### config.mk
export PLATFORM = sky130hd
export DESIGN_NAME = pump_speed_minmax_controller_flat
export DESIGN_NICKNAME = d
export VERILOG_FILES = /design/src/design/psmm_pkg.sv /design/src/design/psmm_in_if.sv /design/src/design/psmm_out_if.sv /design/src/design/psmm_cfg_if.sv /design/src/design/psmm_ctrl.sv /design/src/design/psmm_dp.sv /design/src/design/pump_speed_minmax_controller.sv /design/src/flat_wrapper.sv
export SDC_FILE = /design/constraint.sdc
export NUM_CORES = 2
export LEC_CHECK = 0
export ABC_AREA = 1
export ABC_CLOCK_PERIOD_IN_PS = 9600
export BUFFER_PORTS_ARGS = -buffer_cell sky130_fd_sc_hd__buf_2
export CORE_MARGIN = 3
export CORE_UTILIZATION = 45
export DETAILED_ROUTE_END_ITERATION = 8
export RECOVER_POWER = 25
export SLEW_MARGIN = 20
export SYNTH_ARGS = -nofsm -noshare
export SYNTH_HDL_FRONTEND = slang
export SYNTH_SLANG_ARGS = --single-unit
### constraint.sdc
create_clock -name clk_i -period 9.6 [get_ports clk_i]
set_clock_uncertainty 0.1 [all_clocks]
set_input_delay 1.92 -clock clk_i [delete_from_list [all_inputs] [get_ports clk_i]]
set_output_delay 1.92 -clock clk_i [all_outputs]
set_load 0.1 [all_outputs]
### src/design/psmm_pkg.sv
package psmm_pkg;

  localparam int FLOW_W     = 14;
  localparam int OFFS_W     = 10;
  localparam int CMD_W      = 24;
  localparam int WIN_W      = 2;
  localparam int P2P_W      = 14;
  localparam int POW_W      = 17;
  localparam int CFG_IDX_W  = 3;
  localparam int CFG_DATA_W = 16;
  localparam int TFLOW_W    = 13;
  localparam int MAXPOW_W   = 15;
  localparam int GAIN_W     = 16;

  localparam int DIFF_W     = 18;
  localparam int MUL_W      = 27;
  localparam int PROD_W     = 2 * MUL_W;
  localparam int TERM_W     = 35;
  localparam int RND_W      = TERM_W + 1;
  localparam int U_W        = 25;
  localparam int Q_W        = 17;

  // floor(u / 250) == (u * RECIP_M) >> RECIP_SHIFT for every u below 2**U_W
  localparam logic [25:0]    RECIP_M     = 26'd34359739;
  localparam int             RECIP_SHIFT = 33;
  // u = 3*t + 125 + 250*POW_BIAS keeps the dividend positive
  localparam logic [MUL_W-1:0] U_BIAS    = 27'd10625125;
  localparam logic [Q_W:0]   POW_BIAS    = 18'd42500;

  localparam logic signed [CMD_W-1:0] CMD_MAX = 24'sh7FFFFF;
  localparam logic signed [CMD_W-1:0] CMD_MIN = 24'sh800000;
  localparam logic signed [RND_W-1:0] RND_HALF = 36'sd128;

  localparam logic [TFLOW_W-1:0]  RST_TARGET_FLOW = 13'd1280;
  localparam logic [TFLOW_W-1:0]  RST_MIN_FLOW    = 13'd768;
  localparam logic [MAXPOW_W-1:0] RST_MAX_POWER   = 15'd12288;
  localparam logic [TFLOW_W-1:0]  RST_TARGET_P2P  = 13'd512;
  localparam logic [GAIN_W-1:0]   RST_FLOW_GAIN   = 16'd6400;
  localparam logic [GAIN_W-1:0]   RST_POWER_GAIN  = 16'd1333;
  localparam logic [GAIN_W-1:0]   RST_P2P_GAIN    = 16'd9600;
  localparam logic [GAIN_W-1:0]   RST_FLOOR_GAIN  = 16'd12800;

  typedef enum logic [CFG_IDX_W-1:0] {
    CFG_TARGET_FLOW,
    CFG_MIN_FLOW,
    CFG_MAX_POWER,
    CFG_TARGET_P2P,
    CFG_FLOW_GAIN,
    CFG_POWER_GAIN,
    CFG_P2P_GAIN,
    CFG_FLOOR_GAIN
  } cfg_reg_e;

  typedef enum logic [WIN_W-1:0] {
    WIN_FLOW,
    WIN_POWER,
    WIN_P2P,
    WIN_FLOOR
  } win_term_e;

  typedef enum logic [2:0] {
    MUL_RECIP,
    MUL_FLOW,
    MUL_FLOOR,
    MUL_POWER,
    MUL_P2P
  } mul_sel_e;

  typedef enum logic [2:0] {
    ST_IDLE,
    ST_RECIP,
    ST_FLOW,
    ST_FLOOR,
    ST_POWER,
    ST_P2P,
    ST_SELECT,
    ST_WRITE
  } state_e;

  typedef struct packed {
    logic     accept;
    logic     mul_en;
    mul_sel_e mul_sel;
    logic     cap_power;
    logic     cap_flow;
    logic     cap_floor;
    logic     cap_pow;
    logic     do_select;
    logic     write_out;
  } cmd_t;

  typedef struct packed {
    logic out_free;
  } status_t;

endpackage

### src/design/psmm_in_if.sv
interface psmm_in_if import psmm_pkg::*; ();
  logic                     valid;
  logic                     ready;
  logic signed [FLOW_W-1:0] flow_sample;
  logic [OFFS_W-1:0]        speed_offset;

  modport source (output valid, flow_sample, speed_offset, input ready);
  modport sink   (input valid, flow_sample, speed_offset, output ready);
endinterface

### src/design/psmm_out_if.sv
interface psmm_out_if import psmm_pkg::*; ();
  logic                     valid;
  logic                     ready;
  logic signed [CMD_W-1:0]  speed_command;
  logic [WIN_W-1:0]         winning_term;
  logic [P2P_W-1:0]         p2p_estimate;
  logic signed [POW_W-1:0]  power_estimate;

  modport source (output valid, speed_command, winning_term, p2p_estimate, power_estimate,
                  input ready);
  modport sink   (input valid, speed_command, winning_term, p2p_estimate, power_estimate,
                  output ready);
endinterface

### src/design/psmm_cfg_if.sv
interface psmm_cfg_if import psmm_pkg::*; ();
  logic                  valid;
  logic                  ready;
  logic [CFG_IDX_W-1:0]  reg_index;
  logic [CFG_DATA_W-1:0] wdata;

  modport source (output valid, reg_index, wdata, input ready);
  modport sink   (input valid, reg_index, wdata, output ready);
endinterface

### src/design/psmm_ctrl.sv
module psmm_ctrl import psmm_pkg::*; (
  input  logic    clk_i,
  input  logic    rst_ni,
  input  logic    in_valid_i,
  output logic    in_ready_o,
  input  status_t status_i,
  output cmd_t    cmd_o
);

  state_e state_q, state_d;

  always_ff @(posedge clk_i or negedge rst_ni) begin
    if (!rst_ni) begin
      state_q <= ST_IDLE;
    end else begin
      state_q <= state_d;
    end
  end

  always_comb begin
    state_d    = state_q;
    in_ready_o = 1'b0;
    cmd_o      = '0;
    cmd_o.mul_sel = MUL_RECIP;
    unique case (state_q)
      ST_IDLE: begin
        in_ready_o   = 1'b1;
        cmd_o.accept = in_valid_i;
        if (in_valid_i) begin
          state_d = ST_RECIP;
        end
      end
      ST_RECIP: begin
        cmd_o.mul_en  = 1'b1;
        cmd_o.mul_sel = MUL_RECIP;
        state_d       = ST_FLOW;
      end
      ST_FLOW: begin
        cmd_o.cap_power = 1'b1;
        cmd_o.mul_en    = 1'b1;
        cmd_o.mul_sel   = MUL_FLOW;
        state_d         = ST_FLOOR;
      end
      ST_FLOOR: begin
        cmd_o.cap_flow = 1'b1;
        cmd_o.mul_en   = 1'b1;
        cmd_o.mul_sel  = MUL_FLOOR;
        state_d        = ST_POWER;
      end
      ST_POWER: begin
        cmd_o.cap_floor = 1'b1;
        cmd_o.mul_en    = 1'b1;
        cmd_o.mul_sel   = MUL_POWER;
        state_d         = ST_P2P;
      end
      ST_P2P: begin
        cmd_o.cap_pow = 1'b1;
        cmd_o.mul_en  = 1'b1;
        cmd_o.mul_sel = MUL_P2P;
        state_d       = ST_SELECT;
      end
      ST_SELECT: begin
        cmd_o.do_select = 1'b1;
        state_d         = ST_WRITE;
      end
      ST_WRITE: begin
        if (status_i.out_free) begin
          cmd_o.write_out = 1'b1;
          state_d         = ST_IDLE;
        end
      end
      default: state_d = ST_IDLE;
    endcase
  end

  a_accept_starts: assert property (@(posedge clk_i) disable iff (!rst_ni)
    (in_valid_i && in_ready_o) |=> (state_q == ST_RECIP))
    else $error("accepted request did not start the multiply sequence");

  a_write_returns: assert property (@(posedge clk_i) disable iff (!rst_ni)
    cmd_o.write_out |=> (state_q == ST_IDLE))
    else $error("result write did not return to idle");

endmodule

### src/design/psmm_dp.sv
module psmm_dp import psmm_pkg::*; #(
  parameter int WINDOW_LEN = 31
) (
  input  logic                     clk_i,
  input  logic                     rst_ni,
  input  logic signed [FLOW_W-1:0] flow_i,
  input  logic [OFFS_W-1:0]        offset_i,
  input  logic                     cfg_valid_i,
  input  logic [CFG_IDX_W-1:0]     cfg_index_i,
  input  logic [CFG_DATA_W-1:0]    cfg_data_i,
  input  logic                     out_ready_i,
  input  cmd_t                     cmd_i,
  output status_t                  status_o,
  output logic                     out_valid_o,
  output logic signed [CMD_W-1:0]  speed_command_o,
  output logic [WIN_W-1:0]         winning_term_o,
  output logic [P2P_W-1:0]         p2p_o,
  output logic signed [POW_W-1:0]  power_o
);

  localparam int WC_W = (WINDOW_LEN > 2) ? $clog2(WINDOW_LEN) : 1;
  localparam logic [WC_W-1:0] WC_LAST = WC_W'(WINDOW_LEN - 1);
  localparam logic [WC_W-1:0] WC_ONE  = WC_W'(1);

  // configuration
  logic [TFLOW_W-1:0]  target_flow_q, min_flow_q, target_p2p_q;
  logic [MAXPOW_W-1:0] max_power_q;
  logic [GAIN_W-1:0]   flow_gain_q, power_gain_q, p2p_gain_q, floor_gain_q;

  // per-sample history
  logic signed [FLOW_W-1:0] prev_q, peak_hi_q, peak_lo_q;
  logic                     hi_valid_q, lo_valid_q;
  logic [P2P_W-1:0]         puls_q;
  logic [WC_W-1:0]          wc_q;

  logic signed [FLOW_W-1:0] peak_hi_d, peak_lo_d;
  logic                     hi_valid_d, lo_valid_d, rising;
  logic [P2P_W-1:0]         puls_d;
  logic signed [FLOW_W:0]   peak_diff;

  // working registers
  logic signed [FLOW_W-1:0] flow_q;
  logic [U_W-1:0]           u_q;
  logic signed [POW_W-1:0]  power_q;
  logic signed [PROD_W-1:0] prod_q;
  logic signed [TERM_W-1:0] tflow_q, tfloor_q, tpow_q, chosen_q;
  logic [WIN_W-1:0]         win_q;

  logic signed [MUL_W-1:0]  f_ext, off_ext, t_lin, u_calc;
  logic signed [MUL_W-1:0]  mul_a, mul_b;
  logic signed [DIFF_W-1:0] diff;
  logic [GAIN_W-1:0]        gain;
  logic [Q_W-1:0]           quot;
  logic signed [Q_W:0]      power_calc;
  logic signed [TERM_W-1:0] tp2p, min_term, chosen_d;
  logic [WIN_W-1:0]         min_win, win_d;
  logic signed [RND_W-1:0]  rnd, rnd_sh;
  logic signed [CMD_W-1:0]  cmd_sat;

  logic                     out_valid_q;
  logic signed [CMD_W-1:0]  cmd_out_q;
  logic [WIN_W-1:0]         win_out_q;
  logic [P2P_W-1:0]         p2p_out_q;
  logic signed [POW_W-1:0]  pow_out_q;

  always_ff @(posedge clk_i or negedge rst_ni) begin
    if (!rst_ni) begin
      target_flow_q <= RST_TARGET_FLOW;
      min_flow_q    <= RST_MIN_FLOW;
      max_power_q   <= RST_MAX_POWER;
      target_p2p_q  <= RST_TARGET_P2P;
      flow_gain_q   <= RST_FLOW_GAIN;
      power_gain_q  <= RST_POWER_GAIN;
      p2p_gain_q    <= RST_P2P_GAIN;
      floor_gain_q  <= RST_FLOOR_GAIN;
    end else if (cfg_valid_i) begin
      unique case (cfg_reg_e'(cfg_index_i))
        CFG_TARGET_FLOW: target_flow_q <= cfg_data_i[TFLOW_W-1:0];
        CFG_MIN_FLOW:    min_flow_q    <= cfg_data_i[TFLOW_W-1:0];
        CFG_MAX_POWER:   max_power_q   <= cfg_data_i[MAXPOW_W-1:0];
        CFG_TARGET_P2P:  target_p2p_q  <= cfg_data_i[TFLOW_W-1:0];
        CFG_FLOW_GAIN:   flow_gain_q   <= cfg_data_i[GAIN_W-1:0];
        CFG_POWER_GAIN:  power_gain_q  <= cfg_data_i[GAIN_W-1:0];
        CFG_P2P_GAIN:    p2p_gain_q    <= cfg_data_i[GAIN_W-1:0];
        CFG_FLOOR_GAIN:  floor_gain_q  <= cfg_data_i[GAIN_W-1:0];
        default: ;
      endcase
    end
  end

  // peak tracking, window restart clears both valids
  always_comb begin
    rising     = flow_i > prev_q;
    peak_hi_d  = rising ? flow_i : peak_hi_q;
    peak_lo_d  = rising ? peak_lo_q : flow_i;
    hi_valid_d = (rising || hi_valid_q) && (wc_q != '0);
    lo_valid_d = (!rising || lo_valid_q) && (wc_q != '0);
    peak_diff  = (FLOW_W+1)'(peak_hi_d) - (FLOW_W+1)'(peak_lo_d);
    puls_d     = puls_q;
    if (hi_valid_d && lo_valid_d) begin
      puls_d = peak_diff[FLOW_W] ? '0 : peak_diff[P2P_W-1:0];
    end
  end

  always_ff @(posedge clk_i or negedge rst_ni) begin
    if (!rst_ni) begin
      prev_q     <= '0;
      peak_hi_q  <= '0;
      peak_lo_q  <= '0;
      hi_valid_q <= 1'b0;
      lo_valid_q <= 1'b0;
      puls_q     <= '0;
      wc_q       <= '0;
    end else if (cmd_i.accept) begin
      prev_q     <= flow_i;
      peak_hi_q  <= peak_hi_d;
      peak_lo_q  <= peak_lo_d;
      hi_valid_q <= hi_valid_d;
      lo_valid_q <= lo_valid_d;
      puls_q     <= puls_d;
      wc_q       <= (wc_q == WC_LAST) ? '0 : wc_q + WC_ONE;
    end
  end

  // u = 3*(400*flow - 256*offset) + bias, always positive
  always_comb begin
    f_ext   = MUL_W'(flow_i);
    off_ext = $signed(MUL_W'(offset_i));
    t_lin   = (f_ext <<< 8) + (f_ext <<< 7) + (f_ext <<< 4) - (off_ext <<< 8);
    u_calc  = (t_lin <<< 1) + t_lin + $signed(U_BIAS);
  end

  always_comb begin
    diff = '0;
    gain = '0;
    unique case (cmd_i.mul_sel)
      MUL_RECIP: begin
        diff = '0;
        gain = '0;
      end
      MUL_FLOW: begin
        diff = $signed(DIFF_W'(target_flow_q)) - DIFF_W'(flow_q);
        gain = flow_gain_q;
      end
      MUL_FLOOR: begin
        diff = DIFF_W'(flow_q) - $signed(DIFF_W'(min_flow_q));
        gain = floor_gain_q;
      end
      MUL_POWER: begin
        diff = $signed(DIFF_W'(max_power_q)) - DIFF_W'(power_q);
        gain = power_gain_q;
      end
      MUL_P2P: begin
        diff = $signed(DIFF_W'(puls_q)) - $signed(DIFF_W'(target_p2p_q));
        gain = p2p_gain_q;
      end
      default: begin
        diff = '0;
        gain = '0;
      end
    endcase
    if (cmd_i.mul_sel == MUL_RECIP) begin
      mul_a = $signed(MUL_W'(u_q));
      mul_b = $signed(MUL_W'(RECIP_M));
    end else begin
      mul_a = MUL_W'(diff);
      mul_b = $signed(MUL_W'(gain));
    end
  end

  assign quot       = prod_q[RECIP_SHIFT+Q_W-1:RECIP_SHIFT];
  assign power_calc = $signed({1'b0, quot}) - $signed(POW_BIAS);
  assign tp2p       = $signed(prod_q[TERM_W-1:0]);

  // strict minimum, ties to pulsatility; floor wins only when strictly larger
  always_comb begin
    priority if (tflow_q < tpow_q && tflow_q < tp2p) begin
      min_term = tflow_q;
      min_win  = WIN_FLOW;
    end else if (tpow_q < tflow_q && tpow_q < tp2p) begin
      min_term = tpow_q;
      min_win  = WIN_POWER;
    end else begin
      min_term = tp2p;
      min_win  = WIN_P2P;
    end
    if (tfloor_q > min_term) begin
      chosen_d = tfloor_q;
      win_d    = WIN_FLOOR;
    end else begin
      chosen_d = min_term;
      win_d    = min_win;
    end
  end

  always_comb begin
    rnd    = RND_W'(chosen_q) + RND_HALF;
    rnd_sh = rnd >>> 8;
    priority if (rnd_sh > RND_W'(CMD_MAX)) begin
      cmd_sat = CMD_MAX;
    end else if (rnd_sh < RND_W'(CMD_MIN)) begin
      cmd_sat = CMD_MIN;
    end else begin
      cmd_sat = rnd_sh[CMD_W-1:0];
    end
  end

  always_ff @(posedge clk_i) begin
    if (cmd_i.accept) begin
      flow_q <= flow_i;
      u_q    <= u_calc[U_W-1:0];
    end
    if (cmd_i.mul_en) begin
      prod_q <= mul_a * mul_b;
    end
    if (cmd_i.cap_power) begin
      power_q <= power_calc[POW_W-1:0];
    end
    if (cmd_i.cap_flow) begin
      tflow_q <= $signed(prod_q[TERM_W-1:0]);
    end
    if (cmd_i.cap_floor) begin
      tfloor_q <= $signed(prod_q[TERM_W-1:0]);
    end
    if (cmd_i.cap_pow) begin
      tpow_q <= $signed(prod_q[TERM_W-1:0]);
    end
    if (cmd_i.do_select) begin
      chosen_q <= chosen_d;
      win_q    <= win_d;
    end
    if (cmd_i.write_out) begin
      cmd_out_q <= cmd_sat;
      win_out_q <= win_q;
      p2p_out_q <= puls_q;
      pow_out_q <= power_q;
    end
  end

  always_ff @(posedge clk_i or negedge rst_ni) begin
    if (!rst_ni) begin
      out_valid_q <= 1'b0;
    end else if (cmd_i.write_out) begin
      out_valid_q <= 1'b1;
    end else if (out_ready_i) begin
      out_valid_q <= 1'b0;
    end
  end

  assign status_o.out_free = !out_valid_q || out_ready_i;
  assign out_valid_o       = out_valid_q;
  assign speed_command_o   = cmd_out_q;
  assign winning_term_o    = win_out_q;
  assign p2p_o             = p2p_out_q;
  assign power_o           = pow_out_q;

  a_no_overwrite: assert property (@(posedge clk_i) disable iff (!rst_ni)
    cmd_i.write_out |-> (!out_valid_q || out_ready_i))
    else $error("result register overwritten before it was taken");

  a_window_bound: assert property (@(posedge clk_i) disable iff (!rst_ni)
    wc_q <= WC_LAST)
    else $error("window counter past its last sample");

  a_window_clear: assert property (@(posedge clk_i) disable iff (!rst_ni)
    (wc_q == WC_ONE && WINDOW_LEN > 1) |-> !(hi_valid_q && lo_valid_q))
    else $error("peaks still both valid straight after window restart");

endmodule

### src/design/pump_speed_minmax_controller.sv
// Min/max proportional pump speed controller. One flow request in, one result out: the
// result of a sample is written to the output register once its request has been accepted
// and processed, provided the output register is free by then. The processing is five passes
// through the single shared 27x27 multiplier (the power reciprocal and the four proportional
// terms), then term selection, then rounding and the output write. The block takes a new
// request on the cycle after the write, so it does not accept a request while one is in
// progress. A new request is taken once the previous result is in the output register, even
// if it has not been collected yet. The write of that next result waits until the output
// register is empty or being taken. Peak tracking restarts every WINDOW_LEN samples.
// Configuration writes are always ready and must only be issued while the block is idle.
module pump_speed_minmax_controller import psmm_pkg::*; #(
  parameter int WINDOW_LEN = 31
) (
  input logic        clk_i,
  input logic        rst_ni,
  psmm_in_if.sink    in_i,
  psmm_out_if.source out_o,
  psmm_cfg_if.sink   cfg_i
);

  cmd_t    cmd;
  status_t status;
  logic    in_ready;

  assign in_i.ready  = in_ready;
  assign cfg_i.ready = 1'b1;

  psmm_ctrl u_ctrl (
    .clk_i      (clk_i),
    .rst_ni     (rst_ni),
    .in_valid_i (in_i.valid),
    .in_ready_o (in_ready),
    .status_i   (status),
    .cmd_o      (cmd)
  );

  psmm_dp #(
    .WINDOW_LEN (WINDOW_LEN)
  ) u_dp (
    .clk_i           (clk_i),
    .rst_ni          (rst_ni),
    .flow_i          (in_i.flow_sample),
    .offset_i        (in_i.speed_offset),
    .cfg_valid_i     (cfg_i.valid),
    .cfg_index_i     (cfg_i.reg_index),
    .cfg_data_i      (cfg_i.wdata),
    .out_ready_i     (out_o.ready),
    .cmd_i           (cmd),
    .status_o        (status),
    .out_valid_o     (out_o.valid),
    .speed_command_o (out_o.speed_command),
    .winning_term_o  (out_o.winning_term),
    .p2p_o           (out_o.p2p_estimate),
    .power_o         (out_o.power_estimate)
  );

endmodule
### src/flat_wrapper.sv
// flat-port wrapper written by rule: the top's interface ports become plain ports
module pump_speed_minmax_controller_flat import psmm_pkg::*;
#(
  parameter int WINDOW_LEN = 31
)
  (clk_i, rst_ni, in_i_valid, in_i_flow_sample, in_i_speed_offset, in_i_ready, out_o_valid, out_o_speed_command, out_o_winning_term, out_o_p2p_estimate, out_o_power_estimate, out_o_ready, cfg_i_valid, cfg_i_reg_index, cfg_i_wdata, cfg_i_ready);
  psmm_in_if in_i_i ();
  psmm_out_if out_o_i ();
  psmm_cfg_if cfg_i_i ();
  input logic clk_i;
  input logic rst_ni;
  input wire logic [$bits(in_i_i.valid)-1:0] in_i_valid;
  input wire logic [$bits(in_i_i.flow_sample)-1:0] in_i_flow_sample;
  input wire logic [$bits(in_i_i.speed_offset)-1:0] in_i_speed_offset;
  output wire logic [$bits(in_i_i.ready)-1:0] in_i_ready;
  output wire logic [$bits(out_o_i.valid)-1:0] out_o_valid;
  output wire logic [$bits(out_o_i.speed_command)-1:0] out_o_speed_command;
  output wire logic [$bits(out_o_i.winning_term)-1:0] out_o_winning_term;
  output wire logic [$bits(out_o_i.p2p_estimate)-1:0] out_o_p2p_estimate;
  output wire logic [$bits(out_o_i.power_estimate)-1:0] out_o_power_estimate;
  input wire logic [$bits(out_o_i.ready)-1:0] out_o_ready;
  input wire logic [$bits(cfg_i_i.valid)-1:0] cfg_i_valid;
  input wire logic [$bits(cfg_i_i.reg_index)-1:0] cfg_i_reg_index;
  input wire logic [$bits(cfg_i_i.wdata)-1:0] cfg_i_wdata;
  output wire logic [$bits(cfg_i_i.ready)-1:0] cfg_i_ready;
  assign in_i_i.valid = in_i_valid;
  assign in_i_i.flow_sample = in_i_flow_sample;
  assign in_i_i.speed_offset = in_i_speed_offset;
  assign in_i_ready = in_i_i.ready;
  assign out_o_valid = out_o_i.valid;
  assign out_o_speed_command = out_o_i.speed_command;
  assign out_o_winning_term = out_o_i.winning_term;
  assign out_o_p2p_estimate = out_o_i.p2p_estimate;
  assign out_o_power_estimate = out_o_i.power_estimate;
  assign out_o_i.ready = out_o_ready;
  assign cfg_i_i.valid = cfg_i_valid;
  assign cfg_i_i.reg_index = cfg_i_reg_index;
  assign cfg_i_i.wdata = cfg_i_wdata;
  assign cfg_i_ready = cfg_i_i.ready;
  pump_speed_minmax_controller #(.WINDOW_LEN(WINDOW_LEN)) u_core (.clk_i(clk_i), .rst_ni(rst_ni), .in_i(in_i_i), .out_o(out_o_i), .cfg_i(cfg_i_i));
endmodule
Word level (Yosys, flattened, before mapping)
Cells that the tools add are included.
W data, S select, Z words.

word-level totals
  register bits = 490
  input port bits = 48
  output and inout bits = 60
  logic and storage cells = 127

cells by class
  add/sub/neg operators = 13
  multiply operators = 1
  order comparisons = 8
  equal/unequal tests = 21
  mux-type cells = 29
  reductions and logical operators = 25

operator list
  operator                  count
  $lt A35 B35 Y1            4
  $mux W35                  3
  $pmux W18 S4              1
  $pmux W16 S4              1
  $mul A27 B27 Y50          1
  $sub A14 B14 Y15          3
  $mux W14                  3
  $add A35 B9 Y36 const B   1
  $gt A35 B35 Y1            1
  $gt A28 B24 Y1 const B    1
  $lt A28 B24 Y1 const B    1
  $eq A3 B3 Y1 const B      9
  $mux W27                  1
  $mux W26                  1
  $add A25 B25 Y25          1
  $add A25 B25 Y25 const B  1
  $sub A24 B19 Y25          1
  $add A23 B18 Y24          1
  $mux W24                  1
  $pmux W3 S8               1
  $add A22 B21 Y23          1
  $pmux W4 S5               1
  $reduce_and A2 Y1         10
  $eq A3 B2 Y1 const B      6
  19 further kinds          42

Longest topological paths before layout
  depth in word-level cells = 6
  mapped depth = 46
  depth with buffers taken out = 45

Modules after synthesis
A second synthesis with hierarchy kept.

unflattened totals
  cell total of the unflattened synthesis = 5649
  area, all modules = 48436.5 µm²

by module, submodules not included
  module                        times used  cells each  area an instance (µm²)  seq. area each (µm²)
  psmm_dp                       1           5612        48196.2                 13381.6
  psmm_ctrl                     1           35          229.0                   75.1
  pump_speed_minmax_controller  1           2           11.3                    0.0

Worst setup path before layout
Ideal clock, no wire load.

  path kind = flip-flop to flip-flop
  from = register u_core.u_ctrl.state_q[0]
  to = register u_core.u_dp.prod_q[48] (data pin)
  setup time = 259 ps
  arrival time = 8230 ps
  required time = 9241 ps
  setup slack = 1011 ps
  cell stages (with the launch flop) = 30
  buffers on the path = 1
  period minus slack after synthesis = 8589 ps
  cell sequence = dfrtp_1 > nand2_1 > nor2_1 > clkbuf_1 > a221oi_2 > nor2_2 > inv_1 > fa_1 > fa_1 > inv_1 > fa_1 > inv_1 > fa_1 > inv_1 > fa_1 > fa_1 > inv_1 > fa_1 > inv_1 > ha_1 > nand2_1 > nor2_1 > inv_1 > nor2_1 > and3_1 > nand3_1 > nand3_1 > nand4_1 > nand2_1 > xor2_1

between the ends
  cells in the longest elaborated chain, start to end = 6
  elaborated cells on any way between the ends = 16
  those cells by class = 1 x mul; 9 x eq/ne; 5 x mux; 1 x reduce/logical

RTL lines
  what                                                 RTL line         RTL
  start: declaration                                   psmm_ctrl.sv:10  state_e state_q, state_d;
  start signal: assignment                             psmm_ctrl.sv:16  state_q <= state_d;
  $eq A3 B3 Y1, or another cell as far along           psmm_ctrl.sv:25  unique case (state_q)
  $pmux W4 S5 *                                        psmm_ctrl.sv:25
  $eq A3 B3 Y1, or another cell as far along           psmm_dp.sv:136   unique case (cmd_i.mul_sel)
  $pmux W18 S4 / $pmux W16 S4 (equally long branches)  psmm_dp.sv:136
  $mux W27 / $mux W26 (equally long branches)          psmm_dp.sv:162   if (cmd_i.mul_sel == MUL_RECIP) begin
  $mul A27 B27 Y50 *                                   psmm_dp.sv:214   prod_q <= mul_a * mul_b;
  end signal: assignment                               psmm_dp.sv:214
  end: declaration                                     psmm_dp.sv:45    logic signed [PROD_W-1:0] prod_q;

Every way passes the cells marked *; elsewhere a longest branch is shown, timed or not.
A chain may end at the register's enable or synchronous reset.

Worst setup path after layout
  from = register u_core.u_dp.puls_q[0]
  to = register u_core.u_dp.prod_q[49] (data pin)

between the ends
  cells in the longest elaborated chain, start to end = 4

RTL lines
  what                      RTL line        RTL
  start: declaration        psmm_dp.sv:33   logic [P2P_W-1:0] puls_q;
  start signal: assignment  psmm_dp.sv:120  puls_q <= puls_d;
  $sub A14 B13 Y15          psmm_dp.sv:154  diff = $signed(DIFF_W'(puls_q)) - $signed(DIFF_W'(target_p2p_q));
  $pmux W18 S4              psmm_dp.sv:136
  $mux W27                  psmm_dp.sv:162
  $mul A27 B27 Y50          psmm_dp.sv:214

No other way between the ends.

==> out/results.ini <==
[sta]
setup_violations = 0
tns_ns = 0
drv_slew = 145
min_period_over_period = 0.939
max-slew-margin-rel = -3.22
min_period_ns = 9.01
hold_viol = 0
max_clock_freq_mhz = 111
tightestPinTransition_ns = 6.34
rsz0062_at_grt = false

[drt]
first_pass_iters = 6
drc = 0
antenna_left = 0
wire_per_inst_um = 20.2
routed_wl_um = 147000
vias = 38100
vias_per_cell = 5.24
drtIter0Drc = 2911

[clocking]
postCtsSetupBuffers = 0
root_buffer = clkbuf_16
h-tree-depth = 2
clk_latency_ns = 0.68
cts_tree = built
path_clk_slew_ns = 0.06
ctsHoldBuffers = 0
cts_sinks = 478
cts_buffers = 56
max-clock-path-buffers = 3

[synthesis]
synth-edff-count = 293
yosys_warnings = 0
synth_flop_cell = edfxtp_1
async_flop_share = 0.387
synth_cells = 5685
synth.cell_area_sq_mm = 0.0486
ys_seq_area_frac = 0.277
ys_seq_elements = 478
synthDistinctLibCells = 63
avgSynthCellArea_sq_um = 8.54

[placed_design]
gp_congestion = 0.961
hpwl_um = 121000
io_buffers = 106

[critical_path]
cp-end-kind = flop
rr_endpoint = u_core.u_dp.prod_q[49]
worstSetupStartpointType = flop
path_max_fanout = 15
cp.arrival_ns = 9.30
cp_common_cell = fa_1
slowest_delay_ns = 0.65
r2r_slack_ns = 0.59
regToRegStartpoint = u_core.u_dp.puls_q[0]
rr_worst_depth = 35
worstPathRequired_ns = 9.88
worst_path_max_delay_cell = fa_1
crit_type = reg2reg

[global_route]
grt_max_degree = 114
grt_pass1_wl_um = 229000
grt.total_usage = 0.266
grt_pass1_vias = 38700
grt_overflow_total = 0
antenna_found_initial = 4

[status]
violations = capacitance limit, slew limit
status = finished with violations

[min_path]
hp-class = reg2reg
whs_path_depth = 0
holdPathEnd = u_core.u_dp.winning_term_o[0]
hp-start = u_core.u_dp.win_q[0]

[floorplan]
start_util = 0.458
ioPinCount = 108
die_y_um = 335
die-area_sq_mm = 0.112
fp.coreArea_sq_mm = 0.106
die_w_um = 335
floorplan.rows = 119

[final_layout]
fillCellCount = 10300
fin_nets = 6879
syn_to_final_growth_pct = 9.16
drive_gt1_frac = 0.0650

[run]
maxCapViolCount = 2

[cell usage in the layout (no fill, tap or decap), drive strengths merged, types with 84 or more instances in the layout]
cell type  instances
xor2              88
a21oi            285
clkbuf            84
dfrtp            162
ha               485
nand3            255
edfxtp           293
nand2           1192
nor2             359
buf              182
inv             1270
fa               520
o21ai            326
[worst max path at each step]
stage               cells past startpoint                startpoint                      to
global route                           35     u_core.u_dp.puls_q[0]  u_core.u_dp.prod_q[48]
global placement                       35     u_core.u_dp.puls_q[0]  u_core.u_dp.prod_q[49]
detailed placement                     38     u_core.u_dp.puls_q[0]  u_core.u_dp.prod_q[39]
floorplan                              29  u_core.u_ctrl.state_q[0]  u_core.u_dp.prod_q[48]
CTS                                    38     u_core.u_dp.puls_q[0]  u_core.u_dp.prod_q[39]
finish                                 35     u_core.u_dp.puls_q[0]  u_core.u_dp.prod_q[49]
[logic make-up (layout without fill, tap and decap cells)]
family	Yosys count	count (layout)	synth area share
buffers and inverters	1392	1575	0.110
adders and majority gates	1005	1005	0.339
xor gates and xnor gates	122	122	0.0222
DFF	478	478	0.277
and+or+nand+nor	1943	1943	0.166
other	2	10	0.000155
AOI/OAI and AO/OA	743	743	0.0851
[stage by stage]
stage                      util  instances  setup slack (ns)  area [sq um]  hold slack (ns)
after detailed placement  0.481       7159             0.578         51100            0.318
final                     0.499       7267             0.586         53000            0.329
after global routing      0.499       7265            0.0190         53000            0.343
after CTS                 0.500       7265             0.511         53000            0.332
after global placement    0.481       7159             0.617         51100            0.308
after floorplan               -       5691              1.01         48600            0.300
[critical path, delay by kind of cell (launching register included)]
family	cells	cell delay, ns
fa+ha+maj	10	4.97
buf+inv	7	0.64
xor+xnor	1	0.09
simple gates	16	2.39
compound gates	1	0.10
flops	1	0.37
[sequential cells by signal, indices dropped and copies added, names as in the netlist, 15 cells and up]
| name | cells |
|---|---|
| u_core.u_dp.prod_q | 50 |
| u_core.u_dp.p2p_gain_q | 16 |
| u_core.u_dp.power_gain_q | 16 |
| u_core.u_dp.u_q | 20 |
| u_core.u_dp.tflow_q | 35 |
| u_core.u_dp.flow_gain_q | 16 |
| u_core.u_dp.power_o | 17 |
| u_core.u_dp.max_power_q | 15 |
| u_core.u_dp.chosen_q | 28 |
| u_core.u_dp.floor_gain_q | 16 |
| u_core.u_dp.power_q | 17 |
| u_core.u_dp.tfloor_q | 35 |
| u_core.u_dp.tpow_q | 35 |
| u_core.u_dp.speed_command_o | 24 |
[repair_timing]
item                                    4_1_cts  5_1_grt
gates resized for setup                       0        1
endpoints found under the setup margin        0        5
endpoints found under the hold margin         0        0
[cell usage after synthesis (4+ instances only)]
cell type	count	share of area
o21bai_1	7	0.0011
inv_1	1262	0.098
dfstp_2	23	0.012
nor2_2	11	0.0014
clkbuf_1	46	0.0036
nor2_4	6	0.0014
a21oi_1	283	0.029
nand3b_1	5	0.00077
o211ai_1	8	0.0012
buf_2	66	0.0068
o21ai_1	4	0.00041
a221oi_1	9	0.0016
edfxtp_1	293	0.18
nand3_1	252	0.026
a21boi_0	8	0.0012
a21o_1	23	0.0036
fa_1	520	0.21
nor4_1	16	0.0021
or2_2	21	0.0027
nand2_2	7	0.00090
o31ai_1	9	0.0014
o21a_1	11	0.0017
ha_1	485	0.12
a221oi_2	8	0.0025
o21ai_0	321	0.033
nor2_1	342	0.026
buf_4	6	0.00093
nand2_1	1185	0.092
o22ai_1	5	0.00064
nand4_1	44	0.0057
xor2_1	87	0.016
a31oi_1	20	0.0026
a22o_1	12	0.0022
xnor2_1	34	0.0061
dfrtp_1	162	0.083
inv_2	5	0.00039
nor3_1	35	0.0036
[final cells by class]
type,instances,area [sq um],share of cell area
Multi-Input combinational cell,3821,29900,0.563
Clock buffer,66,1470,0.0277
Sequential cell,478,13500,0.254
Antenna cell,2,5.00,0.0000944
Clock inverter,40,519,0.00979
Timing Repair Buffer,200,1210,0.0228
Tap cell,1391,1740,0.0328
Inverter,1269,4760,0.0898
[per-layer routing]
| metal | vias up | global-route usage | share of wire |
|---|---|---|---|
| met5 | - | 0 | 0.000075 |
| met2 | 1156 | 0.431 | 0.46 |
| met1 | 18500 | 0.359 | 0.43 |
| li1 | 18200 | - | - |
| met4 | 2 | 0.106 | 0.046 |
| met3 | 246 | 0.0414 | 0.067 |
Power is not shown: default switching activity piles up to over one toggle a cycle in this logic, so the estimate is an artifact.
